--- config.mk ---
export PLATFORM = sky130hd
export DESIGN_NAME = http_chunked_body_decoder_flat
export DESIGN_NICKNAME = d
export VERILOG_FILES = /design/src/design/chd_pkg.sv /design/src/design/chd_in_if.sv /design/src/design/chd_out_if.sv /design/src/design/chd_parse.sv /design/src/design/http_chunked_body_decoder.sv /design/src/flat_wrapper.sv
export SDC_FILE = /design/constraint.sdc
export NUM_CORES = 1
export LEC_CHECK = 0
export BUFFER_PORTS_ARGS = -buffer_cell sky130_fd_sc_hd__buf_4
export CELL_PAD_IN_SITES_DETAIL_PLACEMENT = 0
export CELL_PAD_IN_SITES_GLOBAL_PLACEMENT = 1
export CORE_MARGIN = 2
export CORE_UTILIZATION = 48
export CTS_BUF_LIST = sky130_fd_sc_hd__clkbuf_8
export DETAILED_ROUTE_END_ITERATION = 16
export GPL_TIMING_DRIVEN = 0
export PLACE_DENSITY = 0.94
export SYNTH_ARGS = -nofsm -noshare
export SYNTH_HDL_FRONTEND = slang
export SYNTH_SLANG_ARGS = --single-unit
--- constraint.sdc ---
create_clock -name clk_i -period 3.5 [get_ports clk_i]
set_input_delay 0.35 -clock clk_i [delete_from_list [all_inputs] [get_ports clk_i]]
set_output_delay 0.35 -clock clk_i [all_outputs]
set_load 0.03 [all_outputs]
--- src/design/chd_pkg.sv ---
package chd_pkg;

  // Width of the chunk size / remaining byte counter
  localparam int unsigned SIZE_WIDTH = 24;

  localparam logic [7:0] CHAR_CR = 8'h0D;
  localparam logic [7:0] CHAR_LF = 8'h0A;

  // Framing phase, one-hot
  typedef enum logic [7:0] {
    PH_FIRST   = 8'b0000_0001,
    PH_SIZE    = 8'b0000_0010,
    PH_SIZE_CR = 8'b0000_0100,
    PH_DATA    = 8'b0000_1000,
    PH_DATA_CR = 8'b0001_0000,
    PH_DATA_LF = 8'b0010_0000,
    PH_DONE    = 8'b0100_0000,
    PH_FAIL    = 8'b1000_0000
  } phase_e;

  typedef enum logic [1:0] {
    ST_COMPLETE = 2'd0,
    ST_PARTIAL  = 2'd1,
    ST_RAW      = 2'd2
  } status_e;

  typedef struct packed {
    logic [7:0] in_byte;
    logic       in_last;
  } in_beat_t;

  typedef struct packed {
    logic       data_valid;
    logic [7:0] data_byte;
    logic       is_last;
    status_e    status;
  } result_t;

  typedef struct packed {
    logic       ok;
    logic [3:0] val;
  } hex_t;

  // ASCII hex digit decode
  function automatic hex_t hex_decode(logic [7:0] c);
    hex_t h;
    h.ok  = 1'b1;
    h.val = 4'd0;
    if (c >= 8'h30 && c <= 8'h39) begin
      h.val = c[3:0];
    end else if ((c >= 8'h61 && c <= 8'h66) || (c >= 8'h41 && c <= 8'h46)) begin
      h.val = c[3:0] + 4'd9;
    end else begin
      h.ok = 1'b0;
    end
    return h;
  endfunction

endpackage

--- src/design/chd_in_if.sv ---
interface chd_in_if;
  logic       valid;
  logic       ready;
  logic [7:0] in_byte;
  logic       in_last;

  modport source (output valid, output in_byte, output in_last, input ready);
  modport sink   (input valid, input in_byte, input in_last, output ready);
endinterface

--- src/design/chd_out_if.sv ---
interface chd_out_if;
  logic       valid;
  logic       ready;
  logic       data_valid;
  logic [7:0] data_byte;
  logic       is_last;
  logic [1:0] status;

  modport source (output valid, output data_valid, output data_byte, output is_last,
                  output status, input ready);
  modport sink   (input valid, input data_valid, input data_byte, input is_last,
                  input status, output ready);
endinterface

--- src/design/chd_parse.sv ---
module chd_parse (
  input  logic             clk_i,
  input  logic             rst_ni,
  input  logic             step_i,
  input  chd_pkg::in_beat_t beat_i,
  output logic             has_result_o,
  output chd_pkg::result_t res_o
);
  import chd_pkg::*;

  phase_e                phase_q, phase_d;
  logic [SIZE_WIDTH-1:0] count_q, count_d;
  logic                  emitted_q, emitted_d;

  hex_t                  hex;
  logic [SIZE_WIDTH-1:0] base;
  logic [SIZE_WIDTH-1:0] shifted;
  logic [SIZE_WIDTH-1:0] cnt_dec;
  logic                  digit_ok;
  logic                  data_v;

  // One framing step for the current beat
  always_comb begin
    hex      = hex_decode(beat_i.in_byte);
    base     = (phase_q == PH_FIRST) ? '0 : count_q;
    digit_ok = hex.ok && (base[SIZE_WIDTH-1 -: 4] == 4'd0);
    shifted  = {base[SIZE_WIDTH-5:0], hex.val};
    cnt_dec  = count_q - 1'b1;

    phase_d   = phase_q;
    count_d   = count_q;
    emitted_d = emitted_q;
    data_v    = 1'b0;

    case (phase_q)
      PH_FIRST: begin
        count_d = shifted;
        phase_d = digit_ok ? PH_SIZE : PH_FAIL;
      end
      PH_SIZE: begin
        if (beat_i.in_byte == CHAR_CR) begin
          phase_d = PH_SIZE_CR;
        end else if (digit_ok) begin
          count_d = shifted;
        end else begin
          phase_d = PH_FAIL;
        end
      end
      PH_SIZE_CR: begin
        if (beat_i.in_byte != CHAR_LF) phase_d = PH_FAIL;
        else if (count_q == '0)        phase_d = PH_DONE;
        else                           phase_d = PH_DATA;
      end
      PH_DATA: begin
        data_v    = 1'b1;
        emitted_d = 1'b1;
        count_d   = cnt_dec;
        if (cnt_dec == '0) phase_d = PH_DATA_CR;
      end
      PH_DATA_CR: begin
        phase_d = (beat_i.in_byte == CHAR_CR) ? PH_DATA_LF : PH_FAIL;
      end
      PH_DATA_LF: begin
        if (beat_i.in_byte == CHAR_LF) begin
          phase_d = PH_SIZE;
          count_d = '0;
        end else begin
          phase_d = PH_FAIL;
        end
      end
      PH_DONE, PH_FAIL: begin
        phase_d = phase_q;
      end
      default: begin
        phase_d = PH_FAIL;
      end
    endcase

    // Result fields; status reflects the state after this beat
    res_o.data_valid = data_v;
    res_o.data_byte  = data_v ? beat_i.in_byte : 8'd0;
    res_o.is_last    = beat_i.in_last;
    if (!beat_i.in_last)        res_o.status = ST_COMPLETE;
    else if (phase_d == PH_DONE) res_o.status = ST_COMPLETE;
    else if (emitted_d)         res_o.status = ST_PARTIAL;
    else                        res_o.status = ST_RAW;
    has_result_o = data_v || beat_i.in_last;

    // End of body: start over for the next one
    if (beat_i.in_last) begin
      phase_d   = PH_FIRST;
      count_d   = '0;
      emitted_d = 1'b0;
    end
  end

  always_ff @(posedge clk_i or negedge rst_ni) begin
    if (!rst_ni) begin
      phase_q   <= PH_FIRST;
      count_q   <= '0;
      emitted_q <= 1'b0;
    end else if (step_i) begin
      phase_q   <= phase_d;
      count_q   <= count_d;
      emitted_q <= emitted_d;
    end
  end

endmodule

--- src/design/http_chunked_body_decoder.sv ---
// Chunked transfer body decoder. Raw body bytes enter on in_i, one per beat, with
// in_last on the final byte; decoded payload bytes leave on out_o, and the beat for
// the final input byte carries is_last and the status (complete, partial, use raw).
// Framing bytes give no output beat. Throughput is one byte per clock as long as
// out_o drains. The path is an input register followed by a single parse step that
// updates the framing state and loads the result register. The block is ready for
// a new body right after the beat holding is_last.
module http_chunked_body_decoder (
  input  logic      clk_i,
  input  logic      rst_ni,
  chd_in_if.sink    in_i,
  chd_out_if.source out_o
);
  import chd_pkg::*;

  logic     s1_valid_q;
  in_beat_t s1_beat_q;
  logic     out_valid_q;
  result_t  out_res_q;

  logic     has_result;
  result_t  res;
  logic     out_free;
  logic     step;

  // Stage advance: parse beat moves on when it makes no output or output has room
  assign out_free   = !out_valid_q || out_o.ready;
  assign step       = s1_valid_q && (!has_result || out_free);
  assign in_i.ready = !s1_valid_q || step;

  chd_parse u_parse (
    .clk_i        (clk_i),
    .rst_ni       (rst_ni),
    .step_i       (step),
    .beat_i       (s1_beat_q),
    .has_result_o (has_result),
    .res_o        (res)
  );

  // Input register
  always_ff @(posedge clk_i or negedge rst_ni) begin
    if (!rst_ni) begin
      s1_valid_q <= 1'b0;
    end else if (in_i.ready) begin
      s1_valid_q <= in_i.valid;
    end
  end

  always_ff @(posedge clk_i) begin
    if (in_i.valid && in_i.ready) begin
      s1_beat_q.in_byte <= in_i.in_byte;
      s1_beat_q.in_last <= in_i.in_last;
    end
  end

  // Result register
  always_ff @(posedge clk_i or negedge rst_ni) begin
    if (!rst_ni) begin
      out_valid_q <= 1'b0;
    end else if (step && has_result) begin
      out_valid_q <= 1'b1;
    end else if (out_o.ready) begin
      out_valid_q <= 1'b0;
    end
  end

  always_ff @(posedge clk_i) begin
    if (step && has_result) begin
      out_res_q <= res;
    end
  end

  assign out_o.valid      = out_valid_q;
  assign out_o.data_valid = out_res_q.data_valid;
  assign out_o.data_byte  = out_res_q.data_byte;
  assign out_o.is_last    = out_res_q.is_last;
  assign out_o.status     = out_res_q.status;

endmodule

--- src/flat_wrapper.sv ---
// flat-port wrapper written by rule: the top's interface ports become plain ports
module http_chunked_body_decoder_flat import chd_pkg::*;
  (clk_i, rst_ni, in_i_valid, in_i_in_byte, in_i_in_last, in_i_ready, out_o_valid, out_o_data_valid, out_o_data_byte, out_o_is_last, out_o_status, out_o_ready);
  chd_in_if in_i_i ();
  chd_out_if out_o_i ();
  input  logic clk_i;
  input  logic rst_ni;
  input wire logic [$bits(in_i_i.valid)-1:0] in_i_valid;
  input wire logic [$bits(in_i_i.in_byte)-1:0] in_i_in_byte;
  input wire logic [$bits(in_i_i.in_last)-1:0] in_i_in_last;
  output wire logic [$bits(in_i_i.ready)-1:0] in_i_ready;
  output wire logic [$bits(out_o_i.valid)-1:0] out_o_valid;
  output wire logic [$bits(out_o_i.data_valid)-1:0] out_o_data_valid;
  output wire logic [$bits(out_o_i.data_byte)-1:0] out_o_data_byte;
  output wire logic [$bits(out_o_i.is_last)-1:0] out_o_is_last;
  output wire logic [$bits(out_o_i.status)-1:0] out_o_status;
  input wire logic [$bits(out_o_i.ready)-1:0] out_o_ready;
  assign in_i_i.valid = in_i_valid;
  assign in_i_i.in_byte = in_i_in_byte;
  assign in_i_i.in_last = in_i_in_last;
  assign in_i_ready = in_i_i.ready;
  assign out_o_valid = out_o_i.valid;
  assign out_o_data_valid = out_o_i.data_valid;
  assign out_o_data_byte = out_o_i.data_byte;
  assign out_o_is_last = out_o_i.is_last;
  assign out_o_status = out_o_i.status;
  assign out_o_i.ready = out_o_ready;
  http_chunked_body_decoder u_core (.clk_i(clk_i), .rst_ni(rst_ni), .in_i(in_i_i), .out_o(out_o_i));
endmodule
Yosys cells after proc, flatten, opt, wreduce, memory -nomap -nowiden:

Index checks and enable logic that the tools add are counted.

* output and inout bits: 14
* register bits: 56
* word-level logic and storage cells: 84

* reductions and logical operators: 23
* add/subtract/negate cells: 2
* equal/unequal tests: 15
* multiplexer cells: 26
* bitwise gates (word level): 1
* $lt $le $gt $ge: 6

Operators with widths (number)
* $mux W24: 5
* $pmux W24 S4: 1
* $mux W8: 8
* $pmux W8 S7: 1
* $logic_not A24 Y1: 2
* $eq A8 B4 Y1 const B: 3
* $sub A24 B1 Y24 const B: 1
* $eq A8 B7 Y1 const B: 2
* $ge A8 B7 Y1 const B: 2
* $le A8 B7 Y1 const B: 2
* $ne A3 B2 Y1 const B: 3
* $eq A8 B1 Y1 const B: 1
* $eq A8 B2 Y1 const B: 1
* $eq A8 B3 Y1 const B: 1
* $eq A8 B5 Y1 const B: 1
* $eq A8 B6 Y1 const B: 1
* $eq A8 B8 Y1 const B: 1
* $ge A8 B6 Y1 const B: 1
* $le A8 B6 Y1 const B: 1
* $mux W4: 2
* $ne A8 B4 Y1 const B: 1
* $logic_and A1 B1 Y1: 7
* $mux W1: 7
* $mux W7: 1
* other kinds (10): 17

Longest topological paths before layout:

Gate-level depths: netlist (run 1).

* word-level depth: 11
* depth in mapped cells: 11
* depth with buffers taken out: 9

Modules after synthesis:

A second synthesis (run 1) with hierarchy kept.

* cells, all modules: 366
* area total of the unflattened synthesis: 3382.0 µm²

Modules (own cells, without submodules)
* chd_parse: area an instance 2645.0 µm², cells an instance 335, times used 1, seq. area each 827.0 µm²
* http_chunked_body_decoder: area an instance 737.0 µm², cells an instance 31, times used 1, seq. area each 680.7 µm²

Least setup slack after synthesis (run 1):

Ideal clock, no wire load.

* path kind: reg2reg
* from: register u_core.u_parse.count_q[0]
* to: register u_core.u_parse.phase_q[3]
* cell stages (with the launch flop): 12
* setup slack: 0.786 ns
* data arrival time: 2.596 ns
* data required time: 3.381 ns
* period minus slack after synthesis: 2.714 ns
* cell sequence: dfrtp_1 > clkbuf_1 > inv_1 > ha_1 > or4b_4 > buf_6 > o21a_1 > or4_1 > nand3b_4 > nor4_4 > nor2_1 > o21a_1

* longest elaborated chain between the ends: 5

Ends and longest elaborated chain
* start: declaration: line chd_parse.sv:12 `logic [SIZE_WIDTH-1:0] count_q, count_d;`
* start signal: assignment: line chd_parse.sv:104 `count_q <= count_d;`
* $sub A24 B1 Y24 or $logic_not A24 Y1 (tied branches): line chd_parse.sv:28, chd_parse.sv:51
* $logic_not A24 Y1 or $mux W7 (tied branches): line chd_parse.sv:58, chd_parse.sv:51
* $mux W8 (on tied branches): line chd_parse.sv:58, chd_parse.sv:50
* $pmux W8 S7 (*): line chd_parse.sv:35 `case (phase_q)`
* $mux W8 (*): line chd_parse.sv:90 `if (beat_i.in_last) begin`
* end signal: assignment: line chd_parse.sv:103 `phase_q <= phase_d;`
* end: declaration: line chd_parse.sv:11 `phase_e phase_q, phase_d;`

Every way passes the cells marked *; elsewhere a longest branch is shown, timed or not.
A chain may end at the register's enable or synchronous reset.

Worst setup path after layout (run 1):

* from: register u_core.s1_beat_q[1] (netlist bit)
* to: register u_core.u_parse.count_q[11]

* longest elaborated chain between the ends: 8

Ends and longest elaborated chain
* start: declaration: line http_chunked_body_decoder.sv:17 `in_beat_t s1_beat_q;`
* $ge A8 B7 Y1 or $le A8 B7 Y1 (tied branches): line chd_pkg.sv:51 `end else if ((c >= 8'h61 && c <= 8'h66) || (c >= 8'h41 && c <= 8'h46)) begin`
* $logic_and A1 B1 Y1: line chd_pkg.sv:51
* $logic_or A1 B1 Y1: line chd_pkg.sv:51
* $mux W1: line chd_pkg.sv:51
* $mux W1: line chd_pkg.sv:49 `if (c >= 8'h30 && c <= 8'h39) begin`
* $logic_and A1 B1 Y1: line chd_parse.sv:26 `digit_ok = hex.ok && (base[SIZE_WIDTH-1 -: 4] == 4'd0);`
* $ne A3 B2 Y1 (no line)
* $reduce_and A5 Y1 (no line) (*)

Marked as above.

==> impl_metrics.csv, run 1 <==
group,metric,value,unit
timing,setup_viol,0,
worst_setup_path,crit_path_start_kind,"flop",
routing,viasPerCell,6.03,
timing,period_share,88.5,%
clocking,cts-resized-gates,0,
worst_setup_path,max_stage_delay,700,ps
power_and_ir_drop,ir_drop,0.179,mV
die,fp.dieH,89.0,µm
synthesis,synth.distinct_cells,64,
placement,gp_congestion,0.916,
status,status,"completed",
timing,max_freq,323,MHz
clocking,numCtsBuffers,5,
min_path,hp-class,"in2reg",
worst_setup_path,worst-r2r-cell-count,9,
global_routing,grt_overflow_total,0,
clocking,cts_tree,"built",
worst_setup_path,worstPathRequired,3730,ps
synthesis,yosysTopAreaCell,"dfrtp_1",
cells_and_area,final_cell_area,0.00391,mm²
synthesis,yosysMostFrequentCell,"nand2_1",
power_and_ir_drop,cellPowerDensity,448,mW/mm²
synthesis,yosysSeqAreaShare,43.5,%
worst_setup_path,crit_family,"compound AO/OA/AOI/OAI gates",
global_routing,grt_pass1_wl,14100,µm
worst_setup_path,path_class,"reg2reg",
cells_and_area,drive_gt1_share,13.1,%
cells_and_area,nFillCells,651,
clocking,clk_pin_slew,100,ps
cells_and_area,antennaDiodeCount,0,
timing,slew_headroom,36.9,%
routing,detail-route-antenna-nets,0,
timing,fin_worst_skew,4.06,ps
worst_setup_path,endpoint_kind,"flop",
power_and_ir_drop,power_frac_seq,43.3,%
timing,tns,0,ps
die,rows,30,
min_path,whs_endpoint,"u_core.s1_beat_q[5]",
min_path,hold_path_depth,1,
power_and_ir_drop,power.switching,657,µW
flow_run,drv_cap,0,
die,pin_count,27,
clocking,cts_buffer_depth,2,
synthesis,synth_ff_type,"dfrtp_1",
power_and_ir_drop,p_clk_share,21.6,%
clocking,clkLatencyLatePin,320,ps
placement,place_area,0.00378,mm²
cells_and_area,syn_to_final_growth,12.7,%
timing,drv_slew,0,
power_and_ir_drop,p_leak,1.57,nW
synthesis,synth-edff-count,21,
clocking,h-tree-depth,2,
synthesis,postSynthCellCount,383,
worst_setup_path,crit_buf_inv,2,
synthesis,ys_ff_latch,56,
worst_setup_path,r2r_end,"u_core.u_parse.count_q[11]",
placement,port_buffers,26,
timing,worst_slew_pin_slew,943,ps
routing,wl_per_cell,16.7,µm
worst_setup_path,rrSetupSlack,400,ps
worst_setup_path,r2r-start,"u_core.s1_beat_q[1]",
global_routing,first_global_vias,2824,
die,start_util,50.2,%
power_and_ir_drop,p_comb_share,35.1,%
die,die_area,0.00792,mm²
clocking,cts_root_buffer,"clkbuf_8",
min_path,worstHoldStart,"in_i_in_byte[4]",
routing,drcViolationCount,0,
clocking,cts_sinks,56,
power_and_ir_drop,netSwitchingFraction,37.5,%
synthesis,synthesis.area,0.00347,mm²
synthesis,synth_top_area_share,24.5,%
synthesis,yosys_warnings,0,
routing,dr_total_vias,3115,
synthesis,syn-num-nets,402,
synthesis,synth_common_cells,"nand2_1, dfrtp_1, nor2_1",
global_routing,grt_max_degree,36,
synthesis,avgSynthCellArea,9.05,µm²
routing,drtPass1Iterations,7,
worst_setup_path,crit_path_top_delay_cell,"a2111oi_2",
global_routing,grt.total_usage,23.2,%
global_routing,antenna_found_initial,0,
placement,dp_hpwl,6220,µm
routing,wl,8640,µm
timing,grt_setup_unrepaired,"no",
routing,drt_iter0_drc,380,
synthesis,synthTopCellsByArea,"dfrtp_1, edfxtp_1, o21ai_1",
worst_setup_path,crit_path_cell_trace,"inv_1 > ha_1 > o21bai_1 > a2111oi_2 > o21ba_2 > o311ai_1 > o211ai_1 > clkbuf_1 > o31ai_1",
timing,hold_viol_final,0,
power_and_ir_drop,cell_internal_pwr,1.09,mW
cells_and_area,nets,439,
synthesis,synthArstFlopShare,62.5,%
timing,fin_crit,3100,ps
worst_setup_path,critical_path_arrival,3330,ps
die,die_x,89.0,µm
worst_setup_path,critPathMaxFanout,10,
die,coreArea,0.00691,mm²
-- worst register-to-register path: cells and delay by family, from the launching register on --
kind                     cells  cell delay, ps
flip-flops                   1             500
AO/OA/AOI/OAI                6            1860
adder cells (fa/ha/maj)      1             180
buffers and inverters        2             490
-- routing by layer --
| metal | global-route usage [%] | up-vias | wire, µm |
|---|---|---|---|
| met5 | 0 | - | 0 |
| met4 | 7.33 | 0 | 107 |
| met3 | 5.17 | 12 | 645 |
| met2 | 35.8 | 121 | 3980 |
| met1 | 32.8 | 1484 | 3900 |
| li1 | - | 1498 | - |
-- power groups by stage --
stage	Combinational [mW]	Sequential [mW]	Clock (mW)
after CTS	0.604	0.757	0.388
after floorplan	0.429	0.788	0
after detailed placement	0.599	0.771	0
after global placement	0.595	0.769	0
after global routing	0.675	0.763	0.406
final	0.615	0.757	0.378
-- stage by stage --
| stage | std cells | worst slack [ps] | hold WS [ps] | power [mW] | utilization (%) |
|---|---|---|---|---|---|
| 6_report | 517 | 401 | 196 | 1.75 | 56.6 |
| 4_1_cts | 514 | 220 | 189 | 1.75 | 56.3 |
| 3_3_place_gp | 505 | 315 | 342 | 1.36 | 54.8 |
| 2_1_floorplan | 383 | 786 | 54.4 | 1.22 | - |
| 3_5_place_dp | 505 | 244 | 346 | 1.37 | 54.8 |
| 5_1_grt | 517 | 175 | 183 | 1.84 | 56.6 |
-- area by class of cell --
type | instances | area [µm²] | area share [%]
flip-flops and latches | 56 | 1510 | 38.6
plain buffers | 27 | 120 | 3.07
clock inverters | 3 | 25.0 | 0.640
multi-input cells | 290 | 1800 | 46.1
clock buffers | 5 | 68.8 | 1.76
inverters | 10 | 37.5 | 0.960
repair buffers | 30 | 228 | 5.83
well taps | 96 | 120 | 3.07
-- registers in the layout, summed over array words and instances, names as in the netlist --
signal,cells
u_core.out_o.is_last,1
u_core.u_parse.phase_q,8
u_core.out_o.data_valid,1
u_core.u_parse.count_q,24
u_core.s1_valid_q,1
u_core.u_parse.emitted_q,1
u_core.out_o.data_byte,8
u_core.out_o.valid,1
u_core.out_o.status,2
u_core.s1_beat_q,9
-- cells in the final DEF (no fill, tap or decap), types with 3 or more instances in the layout --
cell	Yosys	routed
clkbuf_8	0	5
or4_1	4	4
o21ai_1	28	28
a22oi_1	10	10
nand4_1	4	4
nand3_1	4	4
edfxtp_1	21	21
buf_4	0	29
and2_1	7	7
a31oi_1	4	4
nor3_1	17	17
a21oi_1	19	19
nand2b_1	7	7
ha_1	6	6
inv_1	9	9
nor2_1	31	31
buf_2	3	3
o31ai_1	9	9
o21a_1	3	3
nor2b_1	9	9
nor3b_1	4	4
a211oi_1	4	4
nor4_1	13	13
nand2_1	37	37
nand4b_1	5	5
clkbuf_1	21	21
dfrtp_1	34	34
o21ai_0	10	10
o41ai_1	3	3
xor2_1	6	6
xnor2_1	5	5
-- what timing repair did --
item / 4_1_cts / 5_1_grt
hold buffers: 1 / 0
buffers inserted: 0 / 3
setup endpoints to repair: 0 / 11
hold endpoints to repair: 24 / 0
-- logic make-up (layout without fill, tap and decap cells) --
family	after synthesis	after routing	synth area share [%]
adder cells (fa/ha/maj)	6	6	2.17
AO/OA/AOI/OAI	113	113	21.1
flip-flops	56	56	43.5
AND/OR/NAND/NOR	160	160	25.9
XOR/XNOR	11	11	2.78
buffers and inverters	37	75	4.55
-- worst max-delay path by stage --
stage                                       to  cells past startpoint                       from  slack, ps
floorplan            u_core.u_parse.phase_q[3]                     11  u_core.u_parse.count_q[0]        790
global placement    u_core.u_parse.count_q[23]                      7  u_core.u_parse.phase_q[4]        310
detailed placement  u_core.u_parse.count_q[21]                      7  u_core.u_parse.phase_q[4]        240
CTS                 u_core.u_parse.count_q[21]                      7  u_core.u_parse.phase_q[4]        220
global route        u_core.u_parse.count_q[21]                      9        u_core.s1_beat_q[2]        180
finish              u_core.u_parse.count_q[11]                      9        u_core.s1_beat_q[1]        400
(Power assumes the default switching activity.)
==> run 2, diff against run 1 <==
--- a/config.mk
+++ b/config.mk
@@ -6,10 +6,10 @@
 export NUM_CORES = 1
 export LEC_CHECK = 0
 export BUFFER_PORTS_ARGS = -buffer_cell sky130_fd_sc_hd__buf_4
-export CELL_PAD_IN_SITES_DETAIL_PLACEMENT = 0
-export CELL_PAD_IN_SITES_GLOBAL_PLACEMENT = 1
+export CELL_PAD_IN_SITES_DETAIL_PLACEMENT = 1
+export CELL_PAD_IN_SITES_GLOBAL_PLACEMENT = 2
 export CORE_MARGIN = 2
-export CORE_UTILIZATION = 48
+export CORE_UTILIZATION = 39
 export CTS_BUF_LIST = sky130_fd_sc_hd__clkbuf_8
 export DETAILED_ROUTE_END_ITERATION = 16
 export GPL_TIMING_DRIVEN = 0
==> run 2 against run 1 <==
Effect of this change: register-to-register slack got worse by 50 ps; non-clock buffer count decreased by 1; sequential power about the same; final area increased by 0.26%; count of clock-buffer cells in the layout unchanged.
==> impl_metrics.csv, run 2 (synthesized netlist as in run 1, its figures left out) <==
group,metric,value,unit
status,status,"completed",
timing,fin_crit,3140,ps
routing,viasPerCell,5.98,
cells_and_area,syn_to_final_growth,13.0,%
cells_and_area,largest_reg_flops,24,
timing,setup_viol,0,
timing,tns,0,ps
cells_and_area,nets,438,
worst_setup_path,crit_path_top_delay_cell,"a2111oi_2",
clocking,cts_buffer_depth,2,
cells_and_area,fin_cells,528,
clocking,cts-resized-gates,0,
cells_and_area,utilization,45.2,%
worst_setup_path,crit_family,"compound AO/OA/AOI/OAI gates",
die,rows,34,
cells_and_area,final_cell_mix,"nand2_1, dfrtp_1, nor2_1",
die,die_area,0.00966,mm²
clocking,cts_root_buffer,"clkbuf_8",
routing,drcViolationCount,0,
worst_setup_path,crit_path_cell_trace,"inv_1 > ha_1 > o21bai_1 > a2111oi_2 > o21ba_2 > o311ai_1 > o211ai_1 > clkbuf_1 > o31ai_1",
cells_and_area,reg_top3,"u_core.u_parse.count_q: 24 flops, u_core.s1_beat_q: 9 flops",
worst_setup_path,crit_path_start_kind,"flop",
power_and_ir_drop,p_leak,1.57,nW
timing,hold_viol_final,0,
timing,worst_slew_pin_slew,1050,ps
clocking,clk_pin_slew,120,ps
clocking,cts_sinks,56,
die,pin_count,27,
global_routing,grt.total_usage,22.3,%
clocking,cts_tree,"built",
global_routing,grt_overflow_total,0,
timing,drv_slew,0,
worst_setup_path,endpoint_kind,"flop",
power_and_ir_drop,cellPowerDensity,457,mW/mm²
global_routing,grt_pass1_wl,17500,µm
power_and_ir_drop,power.total,1.79,mW
routing,detail-route-antenna-nets,0,
cells_and_area,largest-register,"u_core.u_parse.count_q",
die,coreArea,0.00868,mm²
timing,grt_setup_unrepaired,"no",
worst_setup_path,crit_buf_inv,2,
cells_and_area,final_common_cell,"nand2_1",
global_routing,grt_max_degree,36,
min_path,hp-class,"in2reg",
placement,pre_cts_ws,125,ps
flow_run,drv_cap,0,
worst_setup_path,critPathMaxFanout,10,
timing,slew_headroom,29.6,%
worst_setup_path,max_stage_delay,600,ps
die,start_util,40.0,%
worst_setup_path,worstPathRequired,3720,ps
clocking,h-tree-depth,2,
placement,gp_congestion,0.853,
cells_and_area,antennaDiodeCount,0,
routing,drtPass1Iterations,4,
die,fp.dieH,98.3,µm
cells_and_area,drive_gt1_share,12.9,%
routing,wl_per_cell,19.7,µm
global_routing,antenna_found_initial,0,
timing,fin_worst_skew,8.56,ps
placement,place_area,0.00380,mm²
routing,dr_total_vias,3157,
cells_and_area,final_cell_area,0.00392,mm²
global_routing,first_global_vias,3396,
routing,drt_iter0_drc,185,
timing,hold_ws,195,ps
clocking,numCtsBuffers,5,
worst_setup_path,critical_path_arrival,3370,ps
timing,fin_ws,355,ps
placement,dp.cells,517,
routing,wl,10400,µm
timing,period_share,89.8,%
timing,max_freq,318,MHz
die,die_x,98.3,µm
worst_setup_path,path_class,"reg2reg",
placement,port_buffers,26,
placement,dp_hpwl,7560,µm
clocking,clkLatencyLatePin,320,ps
power_and_ir_drop,ir_drop,0.184,mV
## run 2: worst paths after layout
check / depth (start not counted) / slack [ps] / to / startpoint
hold reg to reg: 0 / 470 / u_core.out_o.is_last / u_core.s1_beat_q[0]
max in group asynchronous: 2 / 2610 / u_core.u_parse.phase_q[0] / rst_ni
setup / recovery: 9 / 360 / u_core.u_parse.count_q[6] / u_core.s1_beat_q[2]
setup reg to reg: 9 / 360 / u_core.u_parse.count_q[6] / u_core.s1_beat_q[2]
hold / removal: 1 / 200 / u_core.s1_beat_q[4] / in_i_in_byte[3]
min in group asynchronous: 2 / 520 / u_core.u_parse.count_q[1] / rst_ni
## run 2: power by group
part	switching (mW)	total [mW]	internal, mW
clock	0.249	0.397	0.148
combinational	0.411	0.634	0.223
sequential	0.0360	0.760	0.724
total	0.696	1.79	1.10
## run 2: cell type report
| type | count | area, µm² |
|---|---|---|
| clock inverter | 3 | 27.5 |
| tap | 108 | 135 |
| multi-input combinational | 290 | 1800 |
| clock buffer | 5 | 68.8 |
| sequential | 56 | 1510 |
| timing repair buffer | 29 | 220 |
| inverter | 10 | 37.5 |
| buffer | 27 | 120 |
| fill | 1048 | 4760 |
## run 2: timing repair
item / 4_1_cts / 5_1_grt
buffers inserted: 0 / 2
setup endpoints to repair: 0 / 23
hold buffers: 1 / 0
endpoints found under the hold margin: 19 / 0
## run 2: per-layer routing
layer	global-route usage, %	up-vias	wire, µm
li1	-	1488	-
met1	29.2	1587	4720
met2	37.5	63	5120
met3	3.72	19	367
met4	7.69	0	174
met5	0	-	0
==> run 3, diff against run 2 <==
--- a/config.mk
+++ b/config.mk
@@ -10,10 +10,9 @@
 export CELL_PAD_IN_SITES_GLOBAL_PLACEMENT = 2
 export CORE_MARGIN = 2
 export CORE_UTILIZATION = 39
-export CTS_BUF_LIST = sky130_fd_sc_hd__clkbuf_8
+export CTS_BUF_LIST = sky130_fd_sc_hd__clkbuf_2
 export DETAILED_ROUTE_END_ITERATION = 16
-export GPL_TIMING_DRIVEN = 0
-export PLACE_DENSITY = 0.94
+export PLACE_DENSITY_LB_ADDON = 0.05
 export SYNTH_ARGS = -nofsm -noshare
 export SYNTH_HDL_FRONTEND = slang
 export SYNTH_SLANG_ARGS = --single-unit
==> run 3 against run 2 <==
Effect of this change: maximum frequency increased by 1.7%; wire length down 1.6%; global-route usage down 0.12 points; non-clock buffer count is 3 lower; combinational power is 0.8% lower; final cell count fell by 0.57%; first-iteration DRC count decreased by 54%.
==> impl_metrics.csv, run 3 (synthesized netlist as in run 1, its figures left out) <==
group,metric,value,unit
worst_setup_path,crit_path_start_kind,"flop",
timing,slew_headroom,30.6,%
placement,place_area,0.00380,mm²
timing,fin_worst_skew,23.1,ps
cells_and_area,drive_gt1_share,15.6,%
clocking,cts_root_buffer,"clkbuf_2",
timing,grt_setup_unrepaired,"no",
routing,wl_per_cell,19.5,µm
cells_and_area,largest_reg_flops,24,
worst_setup_path,crit_path_top_delay_cell,"dfrtp_1",
global_routing,first_global_vias,3203,
worst_setup_path,crit_buf_inv,3,
power_and_ir_drop,power.total,1.69,mW
worst_setup_path,crit_family,"simple AND/OR/NAND/NOR gates",
cells_and_area,final_common_cell,"buf_4",
worst_setup_path,path_class,"reg2out",
worst_setup_path,max_stage_delay,520,ps
cells_and_area,antennaDiodeCount,0,
worst_setup_path,cp-startpoint,"u_core.u_parse.phase_q[4]",
placement,port_buffers,26,
worst_setup_path,r2r-start,"u_core.u_parse.count_q[1]",
cells_and_area,reg_top3,"u_core.u_parse.count_q: 24 flops, u_core.s1_beat_q: 9 flops",
global_routing,grt_max_degree,36,
timing,setup_viol,0,
timing,worst_slew_pin_slew,1040,ps
flow_run,drv_cap,0,
min_path,hp-class,"in2reg",
timing,hold_ws,61.4,ps
worst_setup_path,worstPathRequired,3150,ps
global_routing,grt.total_usage,22.2,%
timing,tns,0,ps
global_routing,grt_pass1_wl,17300,µm
power_and_ir_drop,cellPowerDensity,426,mW/mm²
worst_setup_path,endpoint_kind,"primary output",
cells_and_area,largest-register,"u_core.u_parse.count_q",
cells_and_area,fin_cells,525,
status,status,"completed",
routing,drcViolationCount,0,
timing,drv_slew,0,
routing,viasPerCell,5.96,
routing,drt_iter0_drc,85,
die,die_area,0.00966,mm²
timing,period_share,88.4,%
die,rows,34,
routing,wl,10200,µm
worst_setup_path,crit_path_cell_trace,"nor4_2 > nand4b_1 > inv_2 > nor2_1 > nor3b_1 > inv_1 > buf_4",
timing,max_freq,323,MHz
power_and_ir_drop,ir_drop,0.191,mV
routing,drtPass1Iterations,4,
die,pin_count,27,
die,die_x,98.3,µm
clocking,cts_sinks,56,
placement,dp_hpwl,7240,µm
clocking,clkLatencyLatePin,470,ps
routing,detail-route-antenna-nets,0,
global_routing,grt_overflow_total,0,
placement,gp_congestion,0.845,
die,fp.dieH,98.3,µm
worst_setup_path,critical_path_arrival,2740,ps
clocking,numCtsBuffers,5,
cells_and_area,final_cell_mix,"buf_4, nand2_1, dfrtp_1",
die,start_util,40.0,%
clocking,clk_pin_slew,320,ps
global_routing,antenna_found_initial,0,
clocking,cts_buffer_depth,2,
cells_and_area,syn_to_final_growth,14.3,%
routing,dr_total_vias,3131,
clocking,cts_tree,"built",
min_path,worstHoldStart,"in_i_valid",
clocking,h-tree-depth,2,
cells_and_area,final_cell_area,0.00396,mm²
timing,hold_viol_final,0,
power_and_ir_drop,p_leak,1.62,nW
placement,dp.cells,507,
timing,fin_crit,3090,ps
worst_setup_path,critPathMaxFanout,13,
cells_and_area,nets,435,
die,coreArea,0.00868,mm²
run 3: timing repair:
action | 4_1_cts | 5_1_grt
hold endpoints to repair | 43 | 0
setup buffers | 0 | 0
hold buffers | 10 | 0
resized for setup | 0 | 1
setup endpoints to repair | 0 | 1
run 3: final cells by class:
class	instances	area [µm²]
multi-input combinational	290	1810
fill	1024	4720
tap	108	135
clock buffer	5	25.0
clock inverter	3	26.3
sequential	56	1510
inverter	10	37.5
timing repair buffer	53	423
run 3: final timing paths:
| path | depth (start not counted) | endpoint | slack (ps) |
|---|---|---|---|
| max in group asynchronous | 2 | u_core.u_parse.phase_q[0] | 2780 |
| min reg2reg | 1 | u_core.u_parse.phase_q[0] | 590 |
| min in group asynchronous | 2 | u_core.u_parse.count_q[11] | 330 |
| max | 7 | in_i_ready | 410 |
| max reg2reg | 9 | u_core.u_parse.phase_q[3] | 520 |
| min | 2 | u_core.s1_valid_q | 60 |
run 3: metrics by stage:
stage	worst slack, ps	util (%)
5_1_grt	92.8	45.7
6_report	407	45.7
3_3_place_gp	596	43.8
3_5_place_dp	515	43.8
4_1_cts	112	45.6
2_1_floorplan	786	-
run 3: power breakdown:
group,internal [mW],total [mW],switching [mW],leakage (nW)
logic,0.241,0.629,0.389,0.900
clock network,0.0560,0.283,0.227,0.0335
registers,0.725,0.775,0.0491,0.682
total,1.02,1.69,0.664,1.62
run 3: metal layers:
metal | track usage, % | part of all wire, %
met1 | 29.2 | 45
met2 | 39.0 | 51
met3 | 2.79 | 2.3
met4 | 4.95 | 1.2
met5 | 0 | 0
